`src/rtl/assert_macros.svh`:
```
// assertion macros shared by the rtl
`ifndef ASSERT_MACROS_SVH
`define ASSERT_MACROS_SVH

// property checked on every clock edge outside reset
`define ASSERT_CLK(label, prop, msg) \
   label: assert property (@(posedge clock) disable iff (reset) (prop)) else $error(msg);

// condition that must never be true outside reset
`define ASSERT_NEVER(label, cond, msg) \
   label: assert property (@(posedge clock) disable iff (reset) !(cond)) else $error(msg);

`endif

```
`src/rtl/tga_pkg.sv`:
```
// types and constants of the tga rle pixel decoder
package tga_pkg;

   // configuration register indexes
   localparam logic [1:0] CSR_BYTES_PER_PIXEL = 2'd0;
   localparam logic [1:0] CSR_RLE_ENABLE      = 2'd1;
   localparam logic [1:0] CSR_EXPECTED_PIXELS = 2'd2;

   // register reset values
   localparam logic [2:0]  BPP_RESET      = 3'd3;
   localparam logic        RLE_RESET      = 1'b1;
   localparam logic [31:0] EXPECTED_RESET = 32'd0;

   // packet header count field
   localparam logic [6:0] COUNT_MASK = 7'h7f;

   // saturation limit of the decoded pixel total
   localparam logic [32:0] DECODED_MAX = {33{1'b1}};

   // result kind codes
   localparam logic KIND_PIXEL  = 1'b0;
   localparam logic KIND_STATUS = 1'b1;

   // one queue entry: up to a pixel result followed by a status result
   typedef struct packed {
      logic       pix_valid;
      logic [7:0] raw3;
      logic [7:0] raw2;
      logic [7:0] raw1;
      logic [7:0] raw0;
      logic [1:0] bpp_m1;
      logic [7:0] repeat_cnt;
      logic       stat_valid;
      logic       size_error;
   } tga_entry_type;

endpackage

```
`src/rtl/tga_front.sv`:
```
// front end: byte acceptance, packet parsing and pixel assembly
module tga_front import tga_pkg::*; (
   input  logic          clock,
   input  logic          reset,
   input  logic          req_valid,
   output logic          req_ready,
   input  logic [7:0]    req_data_byte,
   input  logic          req_last_byte,
   input  logic          csr_wr_en,
   input  logic [1:0]    csr_index,
   input  logic [31:0]   csr_wdata,
   input  logic          q_full,
   output logic          q_push,
   output tga_entry_type q_entry
);

   logic [2:0]  bpp_ff, bpp_in;
   logic        rle_ff, rle_in;
   logic [31:0] expected_ff, expected_in;
   logic        expect_header_ff, expect_header_in;
   logic        run_packet_ff, run_packet_in;
   logic [7:0]  left_ff, left_in;
   logic [1:0]  bip_ff, bip_in;
   logic [7:0]  pixel_bytes_ff [3];
   logic [7:0]  pixel_bytes_in [3];
   logic [32:0] decoded_ff, decoded_in;

   logic        accept;
   logic        is_header;
   logic        complete;
   logic [1:0]  bpp_m1;
   logic [7:0]  raw [4];
   logic [7:0]  rep;
   logic [33:0] sum;
   logic        unfinished;

   assign req_ready = !q_full;
   assign accept    = req_valid && !q_full;

   // effective pixel size minus one: zero acts as one, above four as four
   always_comb begin
      if (bpp_ff == 3'd0) begin
         bpp_m1 = 2'd0;
      end else if (bpp_ff > 3'd4) begin
         bpp_m1 = 2'd3;
      end else begin
         bpp_m1 = 2'(bpp_ff - 3'd1);
      end
   end

   always_comb begin
      bpp_in           = bpp_ff;
      rle_in           = rle_ff;
      expected_in      = expected_ff;
      expect_header_in = expect_header_ff;
      run_packet_in    = run_packet_ff;
      left_in          = left_ff;
      bip_in           = bip_ff;
      pixel_bytes_in   = pixel_bytes_ff;
      decoded_in       = decoded_ff;
      q_push           = 1'b0;
      q_entry          = '0;
      unfinished       = 1'b0;

      is_header = rle_ff && expect_header_ff;
      complete  = bip_ff >= bpp_m1;

      for (int i = 0; i < 3; i++) begin
         raw[i] = (i < int'(bpp_m1)) ? pixel_bytes_ff[i] : 8'd0;
      end
      raw[3] = 8'd0;
      raw[bpp_m1] = req_data_byte;

      rep = 8'd1;
      if (rle_ff && run_packet_ff && (left_ff != 8'd0)) begin
         rep = left_ff;
      end
      sum = {1'b0, decoded_ff} + 34'(rep);

      if (csr_wr_en) begin
         case (csr_index)
            CSR_BYTES_PER_PIXEL: bpp_in = csr_wdata[2:0];
            CSR_RLE_ENABLE:      rle_in = csr_wdata[0];
            CSR_EXPECTED_PIXELS: expected_in = csr_wdata;
            default: ;
         endcase
      end

      if (accept) begin
         if (is_header) begin
            run_packet_in    = req_data_byte[7];
            left_in          = {1'b0, req_data_byte[6:0] & COUNT_MASK} + 8'd1;
            expect_header_in = 1'b0;
            bip_in           = 2'd0;
         end else if (complete) begin
            if (rle_ff) begin
               if (run_packet_ff) begin
                  left_in = 8'd0;
               end else if (left_ff != 8'd0) begin
                  left_in = left_ff - 8'd1;
               end
               if (left_in == 8'd0) begin
                  expect_header_in = 1'b1;
               end
            end
            decoded_in = sum[33] ? DECODED_MAX : sum[32:0];
            bip_in     = 2'd0;
            q_entry.pix_valid  = 1'b1;
            q_entry.raw0       = raw[0];
            q_entry.raw1       = raw[1];
            q_entry.raw2       = raw[2];
            q_entry.raw3       = raw[3];
            q_entry.bpp_m1     = bpp_m1;
            q_entry.repeat_cnt = rep;
         end else begin
            if (bip_ff != 2'd3) begin
               pixel_bytes_in[bip_ff] = req_data_byte;
            end
            bip_in = bip_ff + 2'd1;
         end

         if (req_last_byte) begin
            unfinished = (bip_in != 2'd0) || (rle_ff && !expect_header_in);
            q_entry.stat_valid = 1'b1;
            q_entry.size_error = unfinished || (decoded_in != {1'b0, expected_ff});
            // stream state back to its start for the next image
            expect_header_in = 1'b1;
            run_packet_in    = 1'b0;
            left_in          = 8'd0;
            bip_in           = 2'd0;
            decoded_in       = '0;
         end

         q_push = q_entry.pix_valid || q_entry.stat_valid;
      end
   end

   always_ff @(posedge clock) begin
      if (reset) begin
         bpp_ff           <= BPP_RESET;
         rle_ff           <= RLE_RESET;
         expected_ff      <= EXPECTED_RESET;
         expect_header_ff <= 1'b1;
         run_packet_ff    <= 1'b0;
         left_ff          <= 8'd0;
         bip_ff           <= 2'd0;
         decoded_ff       <= '0;
      end else begin
         bpp_ff           <= bpp_in;
         rle_ff           <= rle_in;
         expected_ff      <= expected_in;
         expect_header_ff <= expect_header_in;
         run_packet_ff    <= run_packet_in;
         left_ff          <= left_in;
         bip_ff           <= bip_in;
         decoded_ff       <= decoded_in;
      end
   end

   always_ff @(posedge clock) begin
      pixel_bytes_ff <= pixel_bytes_in;
   end

endmodule

```
`src/rtl/tga_queue.sv`:
```
// short queue of decoded entries between front and back end
module tga_queue import tga_pkg::*; #(
   parameter int DEPTH = 4
) (
   input  logic          clock,
   input  logic          reset,
   input  logic          push,
   input  tga_entry_type push_entry,
   input  logic          pop,
   output tga_entry_type head_entry,
   output logic          full,
   output logic          empty
);

   localparam int PTR_W = (DEPTH > 1) ? $clog2(DEPTH) : 1;
   localparam int CNT_W = $clog2(DEPTH + 1);
   localparam logic [PTR_W-1:0] LAST_PTR = PTR_W'(DEPTH - 1);
   localparam logic [CNT_W-1:0] FULL_CNT = CNT_W'(DEPTH);

   tga_entry_type    entries_ff [DEPTH];
   logic [PTR_W-1:0] wr_ptr_ff, wr_ptr_in;
   logic [PTR_W-1:0] rd_ptr_ff, rd_ptr_in;
   logic [CNT_W-1:0] count_ff, count_in;
   logic             do_push, do_pop;

   assign full       = count_ff == FULL_CNT;
   assign empty      = count_ff == '0;
   assign do_push    = push && !full;
   assign do_pop     = pop && !empty;
   assign head_entry = entries_ff[rd_ptr_ff];

   always_comb begin
      wr_ptr_in = wr_ptr_ff;
      rd_ptr_in = rd_ptr_ff;
      count_in  = count_ff;
      if (do_push) begin
         wr_ptr_in = (wr_ptr_ff == LAST_PTR) ? '0 : wr_ptr_ff + PTR_W'(1);
      end
      if (do_pop) begin
         rd_ptr_in = (rd_ptr_ff == LAST_PTR) ? '0 : rd_ptr_ff + PTR_W'(1);
      end
      if (do_push && !do_pop) begin
         count_in = count_ff + CNT_W'(1);
      end else if (do_pop && !do_push) begin
         count_in = count_ff - CNT_W'(1);
      end
   end

   always_ff @(posedge clock) begin
      if (reset) begin
         wr_ptr_ff <= '0;
         rd_ptr_ff <= '0;
         count_ff  <= '0;
      end else begin
         wr_ptr_ff <= wr_ptr_in;
         rd_ptr_ff <= rd_ptr_in;
         count_ff  <= count_in;
      end
   end

   always_ff @(posedge clock) begin
      if (do_push) begin
         entries_ff[wr_ptr_ff] <= push_entry;
      end
   end

endmodule

```
`src/rtl/tga_back.sv`:
```
// back end: channel ordering and result sequencing into the output register
module tga_back import tga_pkg::*; (
   input  logic          clock,
   input  logic          reset,
   input  tga_entry_type head_entry,
   input  logic          q_empty,
   output logic          q_pop,
   output logic          rsp_valid,
   input  logic          rsp_ready,
   output logic          rsp_kind,
   output logic [7:0]    rsp_chan0,
   output logic [7:0]    rsp_chan1,
   output logic [7:0]    rsp_chan2,
   output logic [7:0]    rsp_chan3,
   output logic [7:0]    rsp_repeat_res,
   output logic          rsp_size_error
);

   logic       valid_ff, valid_in;
   logic       pix_done_ff, pix_done_in;
   logic       kind_ff, kind_in;
   logic [7:0] chan0_ff, chan0_in;
   logic [7:0] chan1_ff, chan1_in;
   logic [7:0] chan2_ff, chan2_in;
   logic [7:0] chan3_ff, chan3_in;
   logic [7:0] repeat_ff, repeat_in;
   logic       error_ff, error_in;

   logic       load;
   logic       take_pixel;

   assign load       = !valid_ff || rsp_ready;
   assign take_pixel = head_entry.pix_valid && !pix_done_ff;

   always_comb begin
      valid_in    = valid_ff;
      pix_done_in = pix_done_ff;
      kind_in     = kind_ff;
      chan0_in    = chan0_ff;
      chan1_in    = chan1_ff;
      chan2_in    = chan2_ff;
      chan3_in    = chan3_ff;
      repeat_in   = repeat_ff;
      error_in    = error_ff;
      q_pop       = 1'b0;

      if (load) begin
         valid_in = !q_empty;
         if (!q_empty) begin
            if (take_pixel) begin
               kind_in   = KIND_PIXEL;
               repeat_in = head_entry.repeat_cnt;
               error_in  = 1'b0;
               // three and four byte pixels arrive blue first
               if (head_entry.bpp_m1 >= 2'd2) begin
                  chan0_in = head_entry.raw2;
                  chan1_in = head_entry.raw1;
                  chan2_in = head_entry.raw0;
               end else begin
                  chan0_in = head_entry.raw0;
                  chan1_in = head_entry.raw1;
                  chan2_in = head_entry.raw2;
               end
               chan3_in = head_entry.raw3;
               if (head_entry.stat_valid) begin
                  pix_done_in = 1'b1;
               end else begin
                  q_pop = 1'b1;
               end
            end else begin
               kind_in     = KIND_STATUS;
               chan0_in    = 8'd0;
               chan1_in    = 8'd0;
               chan2_in    = 8'd0;
               chan3_in    = 8'd0;
               repeat_in   = 8'd0;
               error_in    = head_entry.size_error;
               pix_done_in = 1'b0;
               q_pop       = 1'b1;
            end
         end
      end
   end

   always_ff @(posedge clock) begin
      if (reset) begin
         valid_ff    <= 1'b0;
         pix_done_ff <= 1'b0;
      end else begin
         valid_ff    <= valid_in;
         pix_done_ff <= pix_done_in;
      end
   end

   always_ff @(posedge clock) begin
      kind_ff   <= kind_in;
      chan0_ff  <= chan0_in;
      chan1_ff  <= chan1_in;
      chan2_ff  <= chan2_in;
      chan3_ff  <= chan3_in;
      repeat_ff <= repeat_in;
      error_ff  <= error_in;
   end

   assign rsp_valid      = valid_ff;
   assign rsp_kind       = kind_ff;
   assign rsp_chan0      = chan0_ff;
   assign rsp_chan1      = chan1_ff;
   assign rsp_chan2      = chan2_ff;
   assign rsp_chan3      = chan3_ff;
   assign rsp_repeat_res = repeat_ff;
   assign rsp_size_error = error_ff;

endmodule

```
`src/rtl/tga_rle_pixel_decoder_core.sv`:
```
// top level of the tga rle pixel decoder
//
// usage
// - req channel: one word is one byte of the image data field, req_last_byte
//   marks the final byte; header fields come in through the csr write port
//   (pixel size, rle mode, expected pixel count), written while idle
// - rsp channel: pixel words (kind pixel) carry the channels in rgb(a) order
//   and a repeat count; a run packet gives one word with its full count
// - the byte flagged last also gives a status word with size_error set when
//   the pixel total differs from the expected count or a packet or pixel is
//   left unfinished; a pixel word, if any, comes first
// - a result word passes through the entry queue and then the output register
// - throughput: one byte per cycle unless the queue is full; a byte giving
//   a pixel and a status yields two words, absorbed by the queue (QUEUE_DEPTH)
// - a stalled rsp side fills the queue, then req_ready drops; bytes that give
//   no result (packet headers, partial pixels) never occupy the queue
// - reset: registers return to 3 bytes per pixel, rle on, expected count 0,
//   the stream waits for a packet header and the queue is emptied
// - after each status word the stream state starts over for the next image
`include "assert_macros.svh"

module tga_rle_pixel_decoder_core import tga_pkg::*; #(
   parameter int QUEUE_DEPTH = 4
) (
   input  logic        clock,
   input  logic        reset,
   input  logic        req_valid,
   output logic        req_ready,
   input  logic [7:0]  req_data_byte,
   input  logic        req_last_byte,
   output logic        rsp_valid,
   input  logic        rsp_ready,
   output logic        rsp_kind,
   output logic [7:0]  rsp_chan0,
   output logic [7:0]  rsp_chan1,
   output logic [7:0]  rsp_chan2,
   output logic [7:0]  rsp_chan3,
   output logic [7:0]  rsp_repeat_res,
   output logic        rsp_size_error,
   input  logic        csr_wr_en,
   input  logic [1:0]  csr_index,
   input  logic [31:0] csr_wdata
);

   tga_entry_type push_entry;
   tga_entry_type head_entry;
   logic          q_push;
   logic          q_pop;
   logic          q_full;
   logic          q_empty;

   // parsing and pixel assembly, one byte per cycle while the queue is not full
   tga_front u_front (
      .clock         (clock),
      .reset         (reset),
      .req_valid     (req_valid),
      .req_ready     (req_ready),
      .req_data_byte (req_data_byte),
      .req_last_byte (req_last_byte),
      .csr_wr_en     (csr_wr_en),
      .csr_index     (csr_index),
      .csr_wdata     (csr_wdata),
      .q_full        (q_full),
      .q_push        (q_push),
      .q_entry       (push_entry)
   );

   // decouples byte intake from result delivery
   tga_queue #(
      .DEPTH (QUEUE_DEPTH)
   ) u_queue (
      .clock      (clock),
      .reset      (reset),
      .push       (q_push),
      .push_entry (push_entry),
      .pop        (q_pop),
      .head_entry (head_entry),
      .full       (q_full),
      .empty      (q_empty)
   );

   // channel swap and pixel-then-status sequencing
   tga_back u_back (
      .clock          (clock),
      .reset          (reset),
      .head_entry     (head_entry),
      .q_empty        (q_empty),
      .q_pop          (q_pop),
      .rsp_valid      (rsp_valid),
      .rsp_ready      (rsp_ready),
      .rsp_kind       (rsp_kind),
      .rsp_chan0      (rsp_chan0),
      .rsp_chan1      (rsp_chan1),
      .rsp_chan2      (rsp_chan2),
      .rsp_chan3      (rsp_chan3),
      .rsp_repeat_res (rsp_repeat_res),
      .rsp_size_error (rsp_size_error)
   );

   // no entry is dropped into a full queue
   `ASSERT_NEVER(a_no_overflow, q_push && q_full, "push into full queue")
   // the back end never pops an empty queue
   `ASSERT_NEVER(a_no_underflow, q_pop && q_empty, "pop from empty queue")
   // status words carry no repeat count
   `ASSERT_CLK(a_status_zero, (rsp_valid && (rsp_kind == KIND_STATUS)) |-> (rsp_repeat_res == 8'd0), "status word with repeat count")
   // pixel words repeat at least once and carry no error
   `ASSERT_CLK(a_pixel_ok, (rsp_valid && (rsp_kind == KIND_PIXEL)) |-> ((rsp_repeat_res != 8'd0) && !rsp_size_error), "malformed pixel word")

endmodule
```
`config.mk`:
```
export PLATFORM = sky130hd
export DESIGN_NAME = tga_rle_pixel_decoder_core
export DESIGN_NICKNAME = d
export VERILOG_FILES = /design/src/rtl/tga_pkg.sv /design/src/rtl/tga_front.sv /design/src/rtl/tga_queue.sv /design/src/rtl/tga_back.sv /design/src/rtl/tga_rle_pixel_decoder_core.sv
export VERILOG_INCLUDE_DIRS = /design/src /design/src/rtl
export SDC_FILE = /design/constraint.sdc
export NUM_CORES = 1
export LEC_CHECK = 0
export BUFFER_PORTS_ARGS = -buffer_cell sky130_fd_sc_hd__clkbuf_2
export CORE_ASPECT_RATIO = 1.75
export CORE_MARGIN = 2
export CORE_UTILIZATION = 59
export DETAILED_ROUTE_END_ITERATION = 10
export GPL_TIMING_DRIVEN = 0
export PLACE_DENSITY_LB_ADDON = 0.2
export SETUP_SLACK_MARGIN = 0.02
export SLEW_MARGIN = 20
export SYNTH_ARGS = -nofsm -noshare
export SYNTH_HDL_FRONTEND = slang
export SYNTH_HIERARCHICAL = 1
export SYNTH_SLANG_ARGS = --single-unit
```
`constraint.sdc`:
```
create_clock -name clock -period 6.05 [get_ports clock]
set_input_delay 0.9075 -clock clock [delete_from_list [all_inputs] [get_ports clock]]
set_output_delay 0.9075 -clock clock [all_outputs]
set_load 0.03 [all_outputs]
```
==> out/summary.log, run 1 <==
[clock_network] cell at the root of the clock tree sky130_fd_sc_hd__clkbuf_16
[clock_network] maximum root-to-sink buffer count 3
[hold_path] Tightest Hold Check Type reg -> reg
[floorplanning] placeable core area 0.0266 sq mm
[synth] Syn Area/Cell 11.8 sq um
[layout] number of antenna cells inserted 0
[layout] non-filler cells in the finished layout 1819
[clock_network] latest clock arrival within the worst-skew pair 0.57 ns
[drt] overall routed net length 45.6 mm
[global_route] maximum number of pins on one net before global-route repair 45
[timing] setup total negative slack 0 ns
[timing] worst-case clock skew 0.0185 ns
[clock_network] CTS sink cnt 334
[timing] maximum frequency from static timing analysis 174 MHz
[timing] Tightest Pin Transition 1.08 ns
[floorplanning] DIE WIDTH 128 microns
[place] routability congestion estimate 1.04
[drt] # DRC 0
[layout] fin nets 1544
[synth] post-synth design cell area 0.0160 sq mm
[global_route] vias in the first global route 11816
[timing] period utilization 0.948
[worst_setup_path] Crit Path Max Fanout 10
[timing] Relative slew margins 0.278
[timing] final number of max-transition violations 0
[clock_network] TritonCTS clock tree built
[clock_network] CTS H-Tree Depth 1
[worst_setup_path] Req. time, crit path 6.31 ns
[power_and_ir_drop] PD cells 357 mW/mm^2
[layout] share of layout cells above drive strength 1 0.170
[timing] unrepaired setup endpoints after global routing false
[synth] Gate Count Post-Synth 1350
[global_route] total global routing track utilization 0.326
[floorplanning] DIE HEIGHT 222 microns
[worst_setup_path] Crit Path Class reg -> reg
[place] buffers added on ports 90
[power_and_ir_drop] largest vdd supply drop 0.265 mV
[outcome] status complete, no violations
[drt] detailed-route vias per instance 6.46
[worst_setup_path] kind of start point of the critical path flip-flop
[place] post-detail-place hpwl 33.6 mm
[place] number of placed instances, taps included 1766
[power_and_ir_drop] total power draw 6.37 mW
[timing] minimum clock period 5.73 ns
[floorplanning] ports placed on the boundary 92
[drt] starting DRC count in detailed routing 850
[global_route] total grt overflow 0
[flow_run] number of max-cap violations 0
[drt] detailed-router iteration count before antenna repair 5
[floorplanning] Die ar. 0.0285 sq mm
[clock_network] number of buffers added to fix hold violations after cts 0
[timing] number of failing setup endpoints in the final timing report 0
[layout] Layout Area Growth over Synthesis 11.7%
[clock_network] Clock Pin Slew Worst Setup and Hold Paths 0.07 ns
[timing] hold slack 0.476 ns
[drt] remaining number of nets flagged by the antenna check after routing 0
[clock_network] CTS resizes 0
[worst_setup_path] arrival time at the worst endpoint 6.00 ns
[floorplanning] initial core utilization 0.601
[synth] total nets after synthesis 1421
[global_route] number of antenna violations at the first check in global routing 0
[worst_setup_path] category of the worst setup path capture point flip-flop
[layout] end-of-flow core utilization 0.672
[clock_network] postcts setup bufs 0
[global_route] global-route wire length before repair 68.7 mm
[drt] Routed WL per cell 25.0 microns
[synth] Yosys warning total 6
[drt] vias after detailed routing 11747
[power_and_ir_drop] cell leakage power 6.32 nW
[clock_network] cts bufs inserted 29
[timing] final hold violation count 0
[floorplanning] standard-cell rows 79
[layout make-up]
class	instances	area [sq um]
fillers	1985	8730
well taps	324	405
plain buffers	86	454
clock buffers	42	855
clock inverters	11	93.8
inverters	32	141
flip-flops and latches	334	9110
multi-input cells	898	6330
repair buffers	92	475
[power by group]
part,switching (mW),leakage (nW),internal [mW]
clock,0.818,0.473,1.03
sequential,0.0948,3.09,2.79
combinational,1.04,2.76,0.604
[state kept, by name, indices dropped and copies added, names as in the netlist, named ones only]
signal,count
u_back/rsp_chan0,8
u_front/bpp_ff,3
u_back/pix_done_ff,1
u_back/rsp_valid,1
u_front/run_packet_ff,1
u_front/pixel_bytes_ff,24
u_back/rsp_repeat_res,8
u_front/bip_ff,2
u_queue/rd_ptr_ff,2
u_back/rsp_chan1,8
u_front/expected_ff,32
u_front/left_ff,8
u_queue/wr_ptr_ff,2
u_back/rsp_chan3,8
u_front/decoded_ff,33
u_back/rsp_chan2,8
u_front/expect_header_ff,1
u_back/rsp_kind,1
u_queue/count_ff,3
u_back/rsp_size_error,1
u_queue/entries_ff,176
u_front/rle_ff,1
[metrics by stage]
step | worst slack, ns | cell area [sq um]
2_1_floorplan | 1.61 | 16000
3_3_place_gp | 0.294 | 16800
3_5_place_dp | 0.325 | 16900
4_1_cts | 0.302 | 17900
5_1_grt | 0.0548 | 17900
6_report | 0.317 | 17900
[critical path, stage by stage, from the launching register on]
cell,delay [ns]
sky130_fd_sc_hd__dfxtp_1,0.33
sky130_fd_sc_hd__clkbuf_1,0.24
sky130_fd_sc_hd__or3_1,0.46
sky130_fd_sc_hd__or4_1,0.55
sky130_fd_sc_hd__nand3_1,0.18
sky130_fd_sc_hd__nor2_1,0.15
sky130_fd_sc_hd__ha_1,0.30
sky130_fd_sc_hd__a21o_1,0.21
sky130_fd_sc_hd__maj3_2,0.36
sky130_fd_sc_hd__nand4_1,0.28
sky130_fd_sc_hd__buf_2,0.29
sky130_fd_sc_hd__nand2_1,0.16
sky130_fd_sc_hd__a31o_2,0.24
sky130_fd_sc_hd__a21oi_1,0.69
sky130_fd_sc_hd__xor2_1,0.17
sky130_fd_sc_hd__nand4_1,0.15
sky130_fd_sc_hd__nor4_2,0.06
sky130_fd_sc_hd__a21oi_1,0.60
[cell usage in the layout (no fill, tap or decap), types with 28 or more instances in the layout]
| cell type | instances |
|---|---|
| sky130_fd_sc_hd__and2_1 | 45 |
| sky130_fd_sc_hd__a21oi_1 | 90 |
| sky130_fd_sc_hd__nand2_1 | 127 |
| sky130_fd_sc_hd__clkbuf_1 | 55 |
| sky130_fd_sc_hd__mux2i_1 | 32 |
| sky130_fd_sc_hd__nor3_1 | 30 |
| sky130_fd_sc_hd__nor2_1 | 126 |
| sky130_fd_sc_hd__o21ai_0 | 42 |
| sky130_fd_sc_hd__nand3_1 | 28 |
| sky130_fd_sc_hd__inv_1 | 31 |
| sky130_fd_sc_hd__clkbuf_16 | 29 |
| sky130_fd_sc_hd__dfxtp_1 | 92 |
| sky130_fd_sc_hd__clkbuf_2 | 90 |
| sky130_fd_sc_hd__edfxtp_1 | 242 |
| sky130_fd_sc_hd__mux4_2 | 44 |
| sky130_fd_sc_hd__xnor2_1 | 29 |
[final timing paths]
path | from | to | slack, ns | cells after the start
max | u_front/left_ff[4] | u_queue/entries_ff[1][0] | 0.32 | 17
min | u_front/expected_ff[4] | u_front/expected_ff[4] | 0.48 | 2
max reg2reg | u_front/left_ff[4] | u_queue/entries_ff[1][0] | 0.32 | 17
min reg2reg | u_front/expected_ff[4] | u_front/expected_ff[4] | 0.48 | 2
[routing by layer]
metal  global-route usage  wire length [microns]  up-vias
met5                    0                      0        -
met4                0.274                   4590        0
met3               0.0417                   2500      207
met2                0.594                  24400      523
met1                0.318                  14100     5720
li1                     -                      -     5297
Note: power is estimated with default switching activity, not from simulation.
==> run 2: changes to the inputs <==
- ABC_AREA: default -> 1
- clock period: 6.05 -> 5.7 ns (I/O delays scaled with it)
==> out/summary.log, run 2 <==
[outcome] status complete, no violations
[timing] hold slack 0.472 ns [-0.00392 ns]
[layout] Layout Area Growth over Synthesis 12.5%
[power_and_ir_drop] PD cells 420 mW/mm^2 [+18%]
[timing] maximum frequency from static timing analysis 195 MHz [+12%]
[layout] share of layout cells above drive strength 1 0.130 [-0.0403]
[synth] Yosys warning total 6 [unchanged]
[worst_setup_path] category of the worst setup path capture point flip-flop
[global_route] maximum number of pins on one net before global-route repair 37 [-18%]
[worst_setup_path] Crit Path Class reg -> reg
[clock_network] CTS resizes 0 [unchanged]
[floorplanning] standard-cell rows 79 [unchanged]
[flow_run] number of max-cap violations 0 [unchanged]
[timing] period utilization 0.898 [-0.0491]
[clock_network] maximum root-to-sink buffer count 3 [unchanged]
[worst_setup_path] setup slack, reg-to-reg 0.58 ns [+0.26 ns]
[clock_network] number of buffers added to fix hold violations after cts 0 [unchanged]
[worst_setup_path] launching point of the worst reg2reg path u_front/bpp_ff[0]
[place] buffers added on ports 91 [+1.1%]
[drt] Routed WL per cell 20.0 microns [-20%]
[timing] minimum clock period 5.12 ns [-0.611 ns]
[layout] largest registers in the final layout u_queue/entries_ff: 176 flops, u_front/decoded_ff: 33 flops, u_front/expected_ff: 32 flops
[hold_path] Min-Delay Path Depth 2 [unchanged]
[power_and_ir_drop] switching part of the total 0.356 [+0.0490]
[drt] starting DRC count in detailed routing 841 [-1.1%]
[place] routability congestion estimate 1.02 [-1.3%]
[layout] register ranked first by flip-flop count u_queue/entries_ff
[drt] remaining number of nets flagged by the antenna check after routing 0 [unchanged]
[clock_network] CTS H-Tree Depth 1 [unchanged]
[global_route] total grt overflow 0 [unchanged]
[layout] most common library cell in the layout ignoring fill and taps sky130_fd_sc_hd__nand2_1
[worst_setup_path] cell-by-cell trace of the critical path inv_1, ha_1, o21ai_0, clkbuf_1, ha_1, inv_1, nand2_1, a21oi_1, inv_1, nand2_2, nor2_1, clkinv_1, clkbuf_1, nand2_1, nand2_2, inv_1, ha_1, inv_1, fa_1, o21ai_0, nor2_1
[power_and_ir_drop] internal power of the cells 4.82 mW [+9.0%]
[drt] # DRC 0 [unchanged]
[worst_setup_path] highest cell delay on the worst timing path 0.46 ns [-0.23 ns]
[layout] non-filler cells in the finished layout 2199 [+21%]
[hold_path] Tightest Hold Check Type reg -> reg
[layout] Largest register FFs 176 [unchanged]
[synth] Gate Count Post-Synth 1726 [+28%]
[layout] fin nets 1927 [+25%]
[clock_network] cell at the root of the clock tree sky130_fd_sc_hd__clkbuf_16
[layout] most frequent cells in the layout sky130_fd_sc_hd__nand2_1, sky130_fd_sc_hd__edfxtp_1, sky130_fd_sc_hd__nor2_1
[drt] detailed-router iteration count before antenna repair 6 [+1]
[drt] overall routed net length 43.9 mm [-3.6%]
[timing] number of failing setup endpoints in the final timing report 0 [unchanged]
[floorplanning] DIE WIDTH 128 microns [-0.52%]
[worst_setup_path] Req. time, crit path 6.15 ns [-0.16 ns]
[worst_setup_path] kind of start point of the critical path flip-flop
[floorplanning] placeable core area 0.0265 sq mm [-0.37%]
[clock_network] latest clock arrival within the worst-skew pair 0.56 ns [about the same]
[worst_setup_path] Reg2Reg Depth 21 [+4]
[global_route] total global routing track utilization 0.309 [-0.0170]
[place] post-detail-place hpwl 32.9 mm [-1.9%]
[layout] total area of sequential cells 0.00911 sq mm [unchanged]
[floorplanning] DIE HEIGHT 221 microns [-0.53%]
[timing] unrepaired setup endpoints after global routing false
[power_and_ir_drop] largest vdd supply drop 0.286 mV [+8.0%]
[layout] number of antenna cells inserted 0 [unchanged]
[timing] Tightest Pin Transition 0.803 ns [-0.275 ns]
[power_and_ir_drop] proportion of power drawn by the clock network 0.260 [-0.029]
[clock_network] Clock Pin Slew Worst Setup and Hold Paths 0.07 ns [about the same]
[floorplanning] initial core utilization 0.597 [-0.00423]
[global_route] number of antenna violations at the first check in global routing 0 [unchanged]
[timing] Relative slew margins 0.460 [+0.181]
[clock_network] postcts setup bufs 0 [unchanged]
[floorplanning] ports placed on the boundary 92 [unchanged]
[worst_setup_path] capturing instance or port of the critical path u_queue/count_ff[1]
[power_and_ir_drop] cell leakage power 7.08 nW [+12%]
[power_and_ir_drop] proportion of power drawn by flip-flops and latches 0.416 [-0.036]
[power_and_ir_drop] Psw 2.66 mW [+36%]
[worst_setup_path] arrival time at the worst endpoint 5.57 ns [-0.43 ns]
[synth] post-synth design cell area 0.0158 sq mm [-1.1%]
[timing] setup slack of the critical path after layout 0.579 ns [+0.261 ns]
[worst_setup_path] reg-to-reg critical path endpoint u_queue/count_ff[1]
[place] number of placed instances, taps included 2149 [+22%]
[power_and_ir_drop] share of total power in combinational logic 0.324 [+0.066]
[global_route] global-route wire length before repair 65.7 mm [-4.5%]
[drt] vias after detailed routing 12715 [+8.2%]
[worst_setup_path] cell occurring most often along the worst timing path sky130_fd_sc_hd__inv_1
[worst_setup_path] Slowest-stage cell, CP sky130_fd_sc_hd__o21ai_0
[clock_network] TritonCTS clock tree built
[timing] worst-case clock skew 0.0107 ns [-0.00771 ns]
[synth] total nets after synthesis 1797 [+26%]
[worst_setup_path] worst setup path start u_front/bpp_ff[0]
[timing] final number of max-transition violations 0 [unchanged]
[clock_network] CTS sink cnt 334 [unchanged]
[synth] Syn Area/Cell 9.17 sq um [-23%]
[layout] number of inserted filler cells in the final layout 2128 [+7.2%]
[power_and_ir_drop] total power draw 7.47 mW [+17%]
[layout] combined area of the multi-input logic cells 0.00562 sq mm [-11%]
[worst_setup_path] Crit Path Max Fanout 10 [unchanged]
[floorplanning] Die ar. 0.0282 sq mm [-1.0%]
[layout] end-of-flow core utilization 0.672 [about the same]
[global_route] vias in the first global route 12297 [+4.1%]
[drt] detailed-route vias per instance 5.78 [-10%]
[clock_network] cts bufs inserted 29 [unchanged]
[timing] final hold violation count 0 [unchanged]
[place] post-placement worst setup slack 0.566 ns [+0.241 ns]
-- run 2: layout make-up --
class	instances	area share
inverters	181	0.0389
repair buffers	99	0.0351
clock inverters	18	0.0103
multi-input cells	1140	0.316
flip-flops and latches	334	0.512
well taps	324	0.0228
plain buffers	71	0.0242
clock buffers	32	0.0414
-- run 2: power groups by stage --
| stage | Sequential [mW] | Clock (mW) | Combinational, mW |
|---|---|---|---|
| after floorplan | 3.49 | 0 | 1.32 |
| after global placement | 3.17 | 0 | 2.29 |
| after detailed placement | 3.16 | 0 | 2.40 |
| after CTS | 3.11 | 1.97 | 2.42 |
| after global routing | 3.13 | 2.06 | 2.61 |
| final | 3.11 | 1.95 | 2.42 |
-- run 2: worst min path at each step --
stage	slack, ns	start	to
detailed placement	0.46	u_front/expected_ff[10]	u_front/expected_ff[10]
finish	0.47	u_front/expected_ff[12]	u_front/expected_ff[12]
CTS	0.47	u_front/expected_ff[10]	u_front/expected_ff[10]
global placement	0.45	u_front/expected_ff[15]	u_front/expected_ff[15]
global route	0.49	u_front/expected_ff[21]	u_front/expected_ff[21]
floorplan	0.44	u_front/expected_ff[10]	u_front/expected_ff[10]
-- run 2: critical path, delay by kind of cell (launching register included) --
kind | cells | cell delay [ns]
adder cells (fa/ha/maj) | 4 | 1.18
buffers and inverters | 8 | 1.58
flip-flops | 1 | 0.35
AO/OA/AOI/OAI | 3 | 0.95
AND/OR/NAND/NOR | 6 | 0.96
-- run 2: per-stage QoR --
stage	TNS, ns	area, sq um
global route	0	17800
finish	0	17800
floorplan	0	15800
global placement	-275.86	16700
CTS	0	17800
detailed placement	0	16900
-- run 2: layer usage --
metal | global-route usage | part of all wire
met5 | 0 | 0
met4 | 0.226 | 0.082
met3 | 0.0341 | 0.046
met2 | 0.604 | 0.55
met1 | 0.290 | 0.33
==> run 3: changes to the inputs <==
- BUFFER_PORTS_ARGS: -buffer_cell sky130_fd_sc_hd__clkbuf_2 -> -buffer_cell sky130_fd_sc_hd__buf_2
- GPL_ROUTABILITY_DRIVEN: default -> 0
- RECOVER_POWER: default -> 25
==> out/summary.log, run 3 (synthesized netlist as in run 2, its figures left out) <==
[worst_setup_path] path length in cells of the critical path 21 [unchanged]
[clock_network] maximum root-to-sink buffer count 3 [unchanged]
[clock_network] number of buffers added to fix hold violations after cts 0 [unchanged]
[worst_setup_path] capturing instance or port of the critical path u_queue/count_ff[1]
[power_and_ir_drop] total power draw 7.50 mW [+0.36%]
[floorplanning] standard-cell rows 79 [unchanged]
[worst_setup_path] kind of start point of the critical path flip-flop
[timing] worst-case clock skew 0.0106 ns [-0.000110 ns]
[worst_setup_path] highest cell delay on the worst timing path 0.50 ns [+0.04 ns]
[worst_setup_path] Req. time, crit path 6.15 ns [about the same]
[clock_network] Clock Pin Slew Worst Setup and Hold Paths 0.07 ns [about the same]
[clock_network] CTS sink cnt 334 [unchanged]
[power_and_ir_drop] switching part of the total 0.359 [+0.00346]
[timing] minimum clock period 5.19 ns [+0.0715 ns]
[global_route] maximum number of pins on one net before global-route repair 36 [-2.7%]
[layout] non-filler cells in the finished layout 2200 [+0.045%]
[flow_run] number of max-cap violations 1 [+1]
[drt] # DRC 0 [unchanged]
[layout] cell area after layout 0.0177 sq mm [-0.51%]
[place] number of placed instances, taps included 2147 [-0.093%]
[worst_setup_path] arrival time at the worst endpoint 5.64 ns [+0.07 ns]
[clock_network] postcts setup bufs 0 [unchanged]
[timing] final number of max-transition violations 36 [+36]
[outcome] status finished, violations left
[power_and_ir_drop] proportion of power drawn by the clock network 0.274 [+0.014]
[worst_setup_path] Reg2Reg Depth 21 [unchanged]
[layout] Layout Area Growth over Synthesis 12.0%
[power_and_ir_drop] share of total power in combinational logic 0.311 [-0.013]
[timing] final hold violation count 0 [unchanged]
[worst_setup_path] Crit Path Max Fanout 10 [unchanged]
[worst_setup_path] Slowest-stage cell, CP sky130_fd_sc_hd__o21ai_0
[worst_setup_path] setup slack, reg-to-reg 0.51 ns [-0.07 ns]
[worst_setup_path] cell-by-cell trace of the critical path inv_1, ha_1, o21ai_0, clkbuf_1, ha_1, inv_1, nand2_1, a21oi_1, inv_1, nand2_2, nor2_1, clkinv_1, clkbuf_1, nand2_1, nand2_2, inv_1, ha_1, inv_1, fa_1, o21ai_0, nor2_1
[power_and_ir_drop] cell leakage power 6.90 nW [-2.4%]
[timing] hold slack 0.470 ns [-0.00136 ns]
[timing] unrepaired setup endpoints after global routing false
[clock_network] CTS resizes 0 [unchanged]
[place] buffers added on ports 91 [unchanged]
[power_and_ir_drop] proportion of power drawn by flip-flops and latches 0.416 [about the same]
[layout] number of antenna cells inserted 0 [unchanged]
[timing] number of failing setup endpoints in the final timing report 0 [unchanged]
[worst_setup_path] Crit Path Class reg -> reg
[power_and_ir_drop] largest vdd supply drop 0.259 mV [-9.8%]
[timing] Relative slew margins -0.255 [-0.715]
[worst_setup_path] worst setup path start u_front/bpp_ff[0]
[global_route] global-route wire length before repair 65.0 mm [-1.0%]
[clock_network] cell at the root of the clock tree sky130_fd_sc_hd__clkbuf_16
[power_and_ir_drop] internal power of the cells 4.81 mW [-0.18%]
[layout] most common library cell in the layout ignoring fill and taps sky130_fd_sc_hd__nand2_1
[floorplanning] DIE WIDTH 128 microns [unchanged]
[global_route] vias in the first global route 12631 [+2.7%]
[drt] detailed-router iteration count before antenna repair 7 [+1]
[layout] fin nets 1925 [-0.10%]
[drt] detailed-route vias per instance 5.80 [+0.24%]
[layout] register ranked first by flip-flop count u_queue/entries_ff
[global_route] number of antenna violations at the first check in global routing 0 [unchanged]
[layout] Largest register FFs 176 [unchanged]
[floorplanning] Die ar. 0.0282 sq mm [unchanged]
[layout] number of inserted filler cells in the final layout 2198 [+3.3%]
[worst_setup_path] reg-to-reg critical path endpoint u_queue/count_ff[1]
[place] post-placement worst setup slack 0.672 ns [+0.105 ns]
[outcome] violations in the final reports max-capacitance violations, max-slew violations
[drt] Routed WL per cell 19.5 microns [-2.3%]
[layout] share of layout cells above drive strength 1 0.0997 [-0.0299]
[clock_network] latest clock arrival within the worst-skew pair 0.56 ns [about the same]
[clock_network] CTS H-Tree Depth 1 [unchanged]
[worst_setup_path] launching point of the worst reg2reg path u_front/bpp_ff[0]
[floorplanning] initial core utilization 0.597 [unchanged]
[place] post-detail-place hpwl 31.3 mm [-4.9%]
[timing] Tightest Pin Transition 1.88 ns [+1.08 ns]
[place] Cell Area, Placed 0.0168 sq mm [-0.30%]
[hold_path] Tightest Hold Check Type reg -> reg
[drt] remaining number of nets flagged by the antenna check after routing 0 [unchanged]
[floorplanning] placeable core area 0.0265 sq mm [unchanged]
[floorplanning] DIE HEIGHT 221 microns [unchanged]
[timing] setup slack of the critical path after layout 0.507 ns [-0.0715 ns]
[clock_network] cts bufs inserted 29 [unchanged]
[layout] end-of-flow core utilization 0.669 [-0.00340]
[worst_setup_path] CP bufs+invs 8 [unchanged]
[worst_setup_path] category of the worst setup path capture point flip-flop
[drt] overall routed net length 42.9 mm [-2.3%]
[power_and_ir_drop] Psw 2.69 mW [+1.3%]
[global_route] total grt overflow 0 [unchanged]
[timing] period utilization 0.911 [+0.0125]
[drt] vias after detailed routing 12751 [+0.28%]
[layout] largest registers in the final layout u_queue/entries_ff: 176 flops, u_front/decoded_ff: 33 flops, u_front/expected_ff: 32 flops
[layout] most frequent cells in the layout sky130_fd_sc_hd__nand2_1, sky130_fd_sc_hd__edfxtp_1, sky130_fd_sc_hd__nor2_1
[global_route] total global routing track utilization 0.303 [-0.00578]
[drt] starting DRC count in detailed routing 954 [+13%]
[clock_network] TritonCTS clock tree built
[timing] maximum frequency from static timing analysis 193 MHz [-1.4%]
[worst_setup_path] Crit path max-delay family buffers and inverters
[power_and_ir_drop] PD cells 423 mW/mm^2 [+0.87%]
[floorplanning] ports placed on the boundary 92 [unchanged]
[worst_setup_path] cell occurring most often along the worst timing path sky130_fd_sc_hd__inv_1
[timing] setup total negative slack 0 ns [unchanged]
[run 3: worst min-delay path by stage]
stage / start / end / slack (ns) / depth (start not counted)
after CTS: u_front/expected_ff[15] / u_front/expected_ff[15] / 0.47 / 2
after floorplan: u_front/expected_ff[10] / u_front/expected_ff[10] / 0.44 / 2
final: u_front/expected_ff[15] / u_front/expected_ff[15] / 0.47 / 2
after global placement: u_front/expected_ff[15] / u_front/expected_ff[15] / 0.46 / 2
after detailed placement: u_front/expected_ff[15] / u_front/expected_ff[15] / 0.46 / 2
after global routing: u_front/expected_ff[15] / u_front/expected_ff[15] / 0.49 / 2
[run 3: layer usage]
layer | vias up | wire length (microns) | track usage
met5 | - | 0 | 0
met4 | 0 | 3680 | 0.242
met3 | 159 | 2320 | 0.0341
met2 | 516 | 23000 | 0.576
met1 | 5966 | 13900 | 0.290
li1 | 6110 | - | -
[run 3: power groups by stage]
stage	combinational [mW]	clock (mW)	sequential, mW
2_1_floorplan	1.32	0	3.49
3_3_place_gp	2.28	0	3.16
3_5_place_dp	2.39	0	3.15
4_1_cts	2.40	2.07	3.10
5_1_grt	2.52	2.16	3.15
6_report	2.33	2.05	3.12
[run 3: final cells by class]
type	instances	area [sq um]	area share
plain buffers	71	414	0.0234
clock buffers	36	793	0.0448
clock inverters	17	188	0.0106
inverters	181	693	0.0391
multi-input cells	1140	5620	0.317
flip-flops and latches	334	9110	0.514
well taps	324	405	0.0229
repair buffers	97	494	0.0279
[run 3: tightest hold or removal path: stages, from the launching register on]
cell,delay (ns)
sky130_fd_sc_hd__dfxtp_1,0.31
sky130_fd_sc_hd__inv_1,0.06
sky130_fd_sc_hd__a21oi_1,0.05
